[config.mk]
export PLATFORM = sky130hd
export DESIGN_NAME = trial_division_prime_test_unit
export DESIGN_NICKNAME = d
export VERILOG_FILES = /design/src/rtl/tdpt_pkg.sv /design/src/rtl/tdpt_dpath.sv /design/src/rtl/tdpt_ctrl.sv /design/src/rtl/trial_division_prime_test_unit.sv
export SDC_FILE = /design/constraint.sdc
export NUM_CORES = 2
export LEC_CHECK = 0
export ABC_CLOCK_PERIOD_IN_PS = 4090
export BUFFER_PORTS_ARGS = -buffer_cell sky130_fd_sc_hd__buf_2
export CAP_MARGIN = 20
export CELL_PAD_IN_SITES_DETAIL_PLACEMENT = 0
export CELL_PAD_IN_SITES_GLOBAL_PLACEMENT = 1
export CORE_UTILIZATION = 45
export CTS_CLUSTER_SIZE = 8
export DETAILED_ROUTE_END_ITERATION = 8
export PLACE_DENSITY_LB_ADDON = 0.08
export RECOVER_POWER = 25
export SLEW_MARGIN = 40
export SYNTH_ARGS = -nofsm -noshare
export SYNTH_HDL_FRONTEND = slang
export SYNTH_HIERARCHICAL = 1
export SYNTH_SLANG_ARGS = --single-unit
[constraint.sdc]
create_clock -name clk -period 4.09 [get_ports clk]
set_clock_uncertainty 0.15 [all_clocks]
set_input_delay 0.818 -clock clk [delete_from_list [all_inputs] [get_ports clk]]
set_output_delay 0.818 -clock clk [all_outputs]
set_load 0.01 [all_outputs]
[src/rtl/tdpt_pkg.sv]
// ----------------------------------------------------------------------------
// tdpt_pkg
// shared widths, types and codes of the trial division prime test unit
// ----------------------------------------------------------------------------
package tdpt_pkg;

    localparam int VALUE_WIDTH   = 31;
    localparam int DIV_WIDTH     = VALUE_WIDTH / 2 + 1;
    localparam int SQ_WIDTH      = 2 * DIV_WIDTH;
    localparam int FIRST_DIVISOR = 2;
    localparam int FIRST_SQUARE  = FIRST_DIVISOR * FIRST_DIVISOR;

    typedef logic [VALUE_WIDTH-1:0] value_t;
    typedef logic [DIV_WIDTH-1:0]   divisor_t;
    typedef logic [SQ_WIDTH-1:0]    square_t;

    typedef enum logic [1:0] {
        ST_IDLE,
        ST_SCAN,
        ST_REPORT
    } state_t;

    typedef struct packed {
        logic load;
        logic issue;
        logic flush;
        logic publish;
        logic verdict;
    } cmd_t;

    typedef struct packed {
        logic below_first;
        logic bound_done;
        logic hit;
        logic pipe_empty;
    } status_t;

endpackage

[src/rtl/tdpt_dpath.sv]
// ----------------------------------------------------------------------------
// tdpt_dpath
// candidate and divisor registers, square tracker, pipelined remainder unit
// and result register
// ----------------------------------------------------------------------------
module tdpt_dpath
(
    input  logic                            clk,
    input  logic                            rst_n,
    input  logic [tdpt_pkg::VALUE_WIDTH-1:0] candidate,
    input  tdpt_pkg::cmd_t                  cmd,
    output tdpt_pkg::status_t               sts,
    output logic [tdpt_pkg::VALUE_WIDTH-1:0] tested_value,
    output logic                            prime_flag
);

    tdpt_pkg::value_t   cand_reg;
    tdpt_pkg::divisor_t div_cnt_reg;
    tdpt_pkg::square_t  sq_reg;
    tdpt_pkg::value_t   tested_value_reg;
    logic               prime_flag_reg;

    tdpt_pkg::divisor_t rem_reg  [tdpt_pkg::VALUE_WIDTH];
    tdpt_pkg::divisor_t div_reg  [tdpt_pkg::VALUE_WIDTH];
    logic [tdpt_pkg::VALUE_WIDTH-1:0] vld_reg;

    tdpt_pkg::divisor_t rem_next [tdpt_pkg::VALUE_WIDTH];
    tdpt_pkg::divisor_t div_next [tdpt_pkg::VALUE_WIDTH];
    logic [tdpt_pkg::VALUE_WIDTH-1:0] vld_next;

    tdpt_pkg::divisor_t rem_in   [tdpt_pkg::VALUE_WIDTH];
    tdpt_pkg::divisor_t div_in   [tdpt_pkg::VALUE_WIDTH];
    logic [tdpt_pkg::VALUE_WIDTH-1:0] vld_in;
    logic [tdpt_pkg::DIV_WIDTH:0]     shf    [tdpt_pkg::VALUE_WIDTH];
    logic [tdpt_pkg::DIV_WIDTH:0]     diff   [tdpt_pkg::VALUE_WIDTH];

    // one quotient bit per stage, candidate msb first
    always_comb
    begin
        for (int k = 0; k < tdpt_pkg::VALUE_WIDTH; k++)
        begin
            if (k == 0)
            begin
                rem_in[k] = '0;
                div_in[k] = div_cnt_reg;
                vld_in[k] = cmd.issue;
            end
            else
            begin
                rem_in[k] = rem_reg[k-1];
                div_in[k] = div_reg[k-1];
                vld_in[k] = vld_reg[k-1];
            end
            shf[k]  = {rem_in[k], cand_reg[tdpt_pkg::VALUE_WIDTH-1-k]};
            diff[k] = shf[k] - {1'b0, div_in[k]};
            if (shf[k] >= {1'b0, div_in[k]})
            begin
                rem_next[k] = diff[k][tdpt_pkg::DIV_WIDTH-1:0];
            end
            else
            begin
                rem_next[k] = shf[k][tdpt_pkg::DIV_WIDTH-1:0];
            end
            div_next[k] = div_in[k];
            vld_next[k] = vld_in[k] && !cmd.flush && !cmd.load;
        end
    end

    always_ff @(posedge clk or negedge rst_n)
    begin
        if (!rst_n)
        begin
            vld_reg <= '0;
        end
        else
        begin
            vld_reg <= vld_next;
        end
    end

    always_ff @(posedge clk)
    begin
        for (int k = 0; k < tdpt_pkg::VALUE_WIDTH; k++)
        begin
            rem_reg[k] <= rem_next[k];
            div_reg[k] <= div_next[k];
        end
    end

    // divisor counter with its square kept by adding 2d+1
    always_ff @(posedge clk)
    begin
        if (cmd.load)
        begin
            cand_reg    <= candidate;
            div_cnt_reg <= tdpt_pkg::DIV_WIDTH'(tdpt_pkg::FIRST_DIVISOR);
            sq_reg      <= tdpt_pkg::SQ_WIDTH'(tdpt_pkg::FIRST_SQUARE);
        end
        else if (cmd.issue)
        begin
            div_cnt_reg <= div_cnt_reg + tdpt_pkg::DIV_WIDTH'(1);
            sq_reg      <= sq_reg + tdpt_pkg::SQ_WIDTH'({div_cnt_reg, 1'b1});
        end
        if (cmd.publish)
        begin
            tested_value_reg <= cand_reg;
            prime_flag_reg   <= cmd.verdict;
        end
    end

    always_comb
    begin
        sts.below_first = cand_reg < tdpt_pkg::VALUE_WIDTH'(tdpt_pkg::FIRST_DIVISOR);
        sts.bound_done  = sq_reg > tdpt_pkg::SQ_WIDTH'(cand_reg);
        sts.hit         = vld_reg[tdpt_pkg::VALUE_WIDTH-1] &&
                          (rem_reg[tdpt_pkg::VALUE_WIDTH-1] == '0);
        sts.pipe_empty  = (vld_reg == '0);
    end

    assign tested_value = tested_value_reg;
    assign prime_flag   = prime_flag_reg;

endmodule

[src/rtl/tdpt_ctrl.sv]
// ----------------------------------------------------------------------------
// tdpt_ctrl
// controller: input and output handshakes, scan sequencing, verdict
// ----------------------------------------------------------------------------
module tdpt_ctrl
(
    input  logic              clk,
    input  logic              rst_n,
    input  logic              in_valid,
    output logic              in_stall,
    output logic              out_valid,
    input  logic              out_stall,
    input  tdpt_pkg::status_t sts,
    output tdpt_pkg::cmd_t    cmd
);

    tdpt_pkg::state_t state_reg;
    tdpt_pkg::state_t state_next;
    logic             verdict_reg;
    logic             verdict_next;
    logic             out_valid_reg;
    logic             out_valid_next;
    logic             scan_end;
    logic             out_free;

    assign scan_end = sts.below_first || sts.hit || (sts.bound_done && sts.pipe_empty);
    assign out_free = !out_valid_reg || !out_stall;

    always_comb
    begin
        state_next = state_reg;
        case (state_reg)
            tdpt_pkg::ST_IDLE:
            begin
                if (in_valid)
                begin
                    state_next = tdpt_pkg::ST_SCAN;
                end
            end
            tdpt_pkg::ST_SCAN:
            begin
                if (scan_end)
                begin
                    state_next = tdpt_pkg::ST_REPORT;
                end
            end
            tdpt_pkg::ST_REPORT:
            begin
                if (out_free)
                begin
                    state_next = tdpt_pkg::ST_IDLE;
                end
            end
            default:
            begin
                state_next = tdpt_pkg::ST_IDLE;
            end
        endcase
    end

    always_comb
    begin
        cmd          = '0;
        in_stall     = 1'b1;
        verdict_next = verdict_reg;
        case (state_reg)
            tdpt_pkg::ST_IDLE:
            begin
                in_stall = 1'b0;
                cmd.load = in_valid;
            end
            tdpt_pkg::ST_SCAN:
            begin
                cmd.issue = !sts.bound_done && !sts.below_first && !sts.hit;
                cmd.flush = scan_end;
                if (scan_end)
                begin
                    verdict_next = !(sts.below_first || sts.hit);
                end
            end
            tdpt_pkg::ST_REPORT:
            begin
                cmd.publish = out_free;
            end
            default:
            begin
                cmd.flush = 1'b1;
            end
        endcase
        cmd.verdict = verdict_reg;
    end

    always_comb
    begin
        if (cmd.publish)
        begin
            out_valid_next = 1'b1;
        end
        else if (out_stall)
        begin
            out_valid_next = out_valid_reg;
        end
        else
        begin
            out_valid_next = 1'b0;
        end
    end

    always_ff @(posedge clk or negedge rst_n)
    begin
        if (!rst_n)
        begin
            state_reg     <= tdpt_pkg::ST_IDLE;
            verdict_reg   <= 1'b0;
            out_valid_reg <= 1'b0;
        end
        else
        begin
            state_reg     <= state_next;
            verdict_reg   <= verdict_next;
            out_valid_reg <= out_valid_next;
        end
    end

    assign out_valid = out_valid_reg;

endmodule

[src/rtl/trial_division_prime_test_unit.sv]
// ----------------------------------------------------------------------------
// trial_division_prime_test_unit
// primality test of one 31-bit candidate per beat by trial division
//
// input channel: candidate with in_valid / in_stall, taken when valid and
// not stalled. output channel: tested_value and prime_flag with out_valid /
// out_stall. one result beat per input beat, in order.
// divisors 2, 3, ... are issued one per cycle while d*d <= candidate into a
// pipelined remainder unit of 31 stages, one quotient bit per stage; a zero
// remainder ends the scan early.
// a prime scans every divisor up to isqrt(candidate) and then drains the
// pipeline; a composite ends at its first zero remainder, so it reports sooner.
// throughput: one candidate at a time, so a new input beat is taken only after
// the last result leaves the controller; a new candidate is taken while a result waits.
// candidates 0 to 3 need no divisor, so none is issued for them.
// reset clears the controller and the pipeline valid bits; the block is idle.
// a stalled result holds in the output register, and the next result waits
// in the controller until that register is free.
// ----------------------------------------------------------------------------
module trial_division_prime_test_unit
(
    input  logic                             clk,
    input  logic                             rst_n,
    input  logic                             in_valid,
    output logic                             in_stall,
    input  logic [tdpt_pkg::VALUE_WIDTH-1:0] candidate,
    output logic                             out_valid,
    input  logic                             out_stall,
    output logic [tdpt_pkg::VALUE_WIDTH-1:0] tested_value,
    output logic                             prime_flag
);

    tdpt_pkg::cmd_t    cmd;
    tdpt_pkg::status_t sts;

    tdpt_ctrl u_ctrl
    (
        .clk       (clk),
        .rst_n     (rst_n),
        .in_valid  (in_valid),
        .in_stall  (in_stall),
        .out_valid (out_valid),
        .out_stall (out_stall),
        .sts       (sts),
        .cmd       (cmd)
    );

    tdpt_dpath u_dpath
    (
        .clk          (clk),
        .rst_n        (rst_n),
        .candidate    (candidate),
        .cmd          (cmd),
        .sts          (sts),
        .tested_value (tested_value),
        .prime_flag   (prime_flag)
    );

endmodule
==> flow_summary.toml <==
[sta]
fmax_mhz = 262
rsz0062_at_grt = "false"
worstMarginPinSlew_ns = 0.846
hold_viol_final = 0
period_minus_slack_ns = 3.82
setup_viol = 0
setup-tns-final_ns = 0
fin_crit_sh = 0.934
slew_headroom = 0.433
slew_viol_final = 0

[setup_path]
cp.required_ns = 4.58
end_kind = "flip-flop"
arrival_ns = 4.31
crit_chain = "inv_1 > ha_1 > a21o_1 > a21o_1 > a21oi_1 > nor2b_1 > o211ai_1 > o2111ai_1 > a21oi_1 > a31oi_1 > nor4_4 > buf_4 > buf_8 > nand4_1 > buf_4 > nor2_1 > nand3_1 > xor2_1 > nor2_1"
crit_buf_inv = 4
slowest_delay_ns = 0.41
cp_max_fo = 23
crit_family = "compound AO/OA/AOI/OAI gates"
cp_slowest_cell = "edfxtp_1"
cp-start-kind = "flip-flop"
reg2reg_from = "u_dpath/cand_reg[25]$_DFFE_PP_"
critPathKind = "reg2reg"
worstSetupStartpoint = "u_dpath/cand_reg[25]$_DFFE_PP_"

[synth]
netlist_area_mm2 = 0.0545
syn_nets = 6255
synth.distinct_cells = 85
synth_seq_cells = 1122
syn_inst = 5659
syn_avg_cell_area_um2 = 9.63
synth-async-reset-ratio = 0.0312
dominantRegCellSynth = "dfxtp_1"
synth_warnings = 6
yosysSeqAreaShare = 0.427
synth_edf_count = 63

[finish]
layout_commonest_cell = "dfxtp_1"
n_fill_cell = 11200
final_cell_mix = "1024 x dfxtp_1, 571 x inv_1, 530 x ha_1"
fin_nets = 6439
areaGrowthSynthToFinish_pct = 12.6
drive_above_1_share = 0.0838
largest_register_ffs = 496

[floorplanning]
ios = 69
core_mm2 = 0.120
die_y_um = 350
die_x_um = 350
initial_core_util = 0.454
rows = 127
die_area_mm2 = 0.123

[hold_path]
hp-start = "candidate[6]"
hold_class = "in2reg"

[drt]
dr.pass1.iters = 5
drt_iter0_markers = 2142
wl_per_cell_um = 18.6
vias = 39500
remaining_drc_errors = 0
avgViaCountPerCell = 5.25
drtAntennaViolNets = 0
totalWireLength_um = 140000

[clock_tree]
clkTransAtPathRegs_ns = 0.05
insertion_delay_ns = 0.77
root_buffer = "clkbuf_16"
cts_num_sinks = 1122
numCtsBuffers = 159
tritoncts = "built"
max-clock-path-buffers = 3
htree_levels = 4

[grt]
grt_pass1_vias = 38400
antenna_found_initial = 12
grtUsageTotal = 0.227
grt_overflow_total = 0
grt_pass1_wl_um = 217000
grt_max_degree = 84

[placement]
gp_congestion = 0.857
hpwl_um = 109000
numPortBuffers = 68

[flow_run]
cap_violations = 0

[outcome]
status = "completed"
-- per-layer routing --
| layer | GRT usage | vias up | routed length [um] |
|---|---|---|---|
| li1 | - | 20200 | - |
| met5 | 0 | - | 33 |
| met2 | 0.374 | 524 | 64800 |
| met1 | 0.308 | 18500 | 67600 |
| met3 | 0.0353 | 200 | 4570 |
| met4 | 0.0638 | 6 | 2870 |
-- worst paths after layout --
| check | endpoint | slack, ns | cells past startpoint |
|---|---|---|---|
| max in group asynchronous | u_dpath/vld_reg[12]$_DFF_PN0_ | 3.00 | 2 |
| setup reg to reg | u_dpath/div_cnt_reg[13]$_SDFFE_PP0P_ | 0.27 | 19 |
| hold / removal | u_dpath/cand_reg[6]$_DFFE_PP_ | 0.07 | 1 |
| setup / recovery | u_dpath/div_cnt_reg[13]$_SDFFE_PP0P_ | 0.27 | 19 |
| hold reg to reg | u_dpath/div_reg[0][66]$_DFF_P_ | 0.19 | 0 |
| min in group asynchronous | u_dpath/vld_reg[0]$_DFF_PN0_ | 0.43 | 2 |
-- cell families (layout without fill, tap and decap cells) --
kind of cell | after synthesis | in the layout | synth area share
other cells | 0 | 1 | 0
xor+xnor | 393 | 393 | 0.0632
compound gates | 1416 | 1416 | 0.165
simple gates | 1273 | 1273 | 0.118
buf+inv | 677 | 916 | 0.0495
flops | 1122 | 1122 | 0.427
fa+ha+maj | 561 | 561 | 0.133
mux | 217 | 217 | 0.0449
-- synthesized netlist by cell type (all sizes together), types with 26 or more instances --
cell,number,area [um^2]
a211oi,83,658
a21o,167,1250
a21oi,357,1800
a31oi,40,265
and2,57,357
and3,32,200
buf,60,377
clkbuf,46,178
dfrtp,35,876
dfxtp,1024,20500
edfxtp,63,1890
fa,31,621
ha,530,6630
inv,571,2140
mux2,191,2180
mux2i,26,260
nand2,365,1370
nand2b,92,576
nand3,63,315
nand4,84,526
nor2,282,1060
nor2b,77,482
nor3,84,493
nor4,28,190
o21a,53,398
o21ai,438,2190
o21bai,40,300
o31ai,26,200
or3,33,206
xnor2,195,1710
xor2,198,1730
-- per-stage QoR --
stage / cell area (um^2) / cells / worst slack [ns] / hold slack, ns / util
global route: 61300 / 7510 / 0.00820 / 0.0183 / 0.511
floorplan: 54500 / 5659 / 0.658 / 0.181 / -
CTS: 61300 / 7507 / 0.0356 / 0.00603 / 0.511
finish: 61300 / 7511 / 0.269 / 0.0732 / 0.511
global placement: 56900 / 7290 / 0.0788 / 0.186 / 0.474
detailed placement: 56900 / 7290 / 0.0506 / 0.186 / 0.474
-- timing repair --
item                                   CTS  global route
resized for setup                        0             5
endpoints found under the hold margin   35             0
hold buffers                             1             0
buffers inserted                         0             3
setup endpoints to repair                0            10
-- layout make-up --
| cell class | instances | area, um^2 | area share |
|---|---|---|---|
| well taps | 1612 | 2020 | 0.0329 |
| clock inverters | 16 | 273 | 0.00445 |
| clock buffers | 200 | 4160 | 0.0679 |
| flip-flops and latches | 1122 | 23300 | 0.379 |
| diodes | 1 | 2.50 | 0.0000408 |
| repair buffers | 129 | 811 | 0.0132 |
| multi-input cells | 3860 | 28700 | 0.467 |
| inverters | 571 | 2140 | 0.0349 |
Power is not shown: default switching activity piles up to over one toggle a cycle in this logic, so the estimate is an artifact.
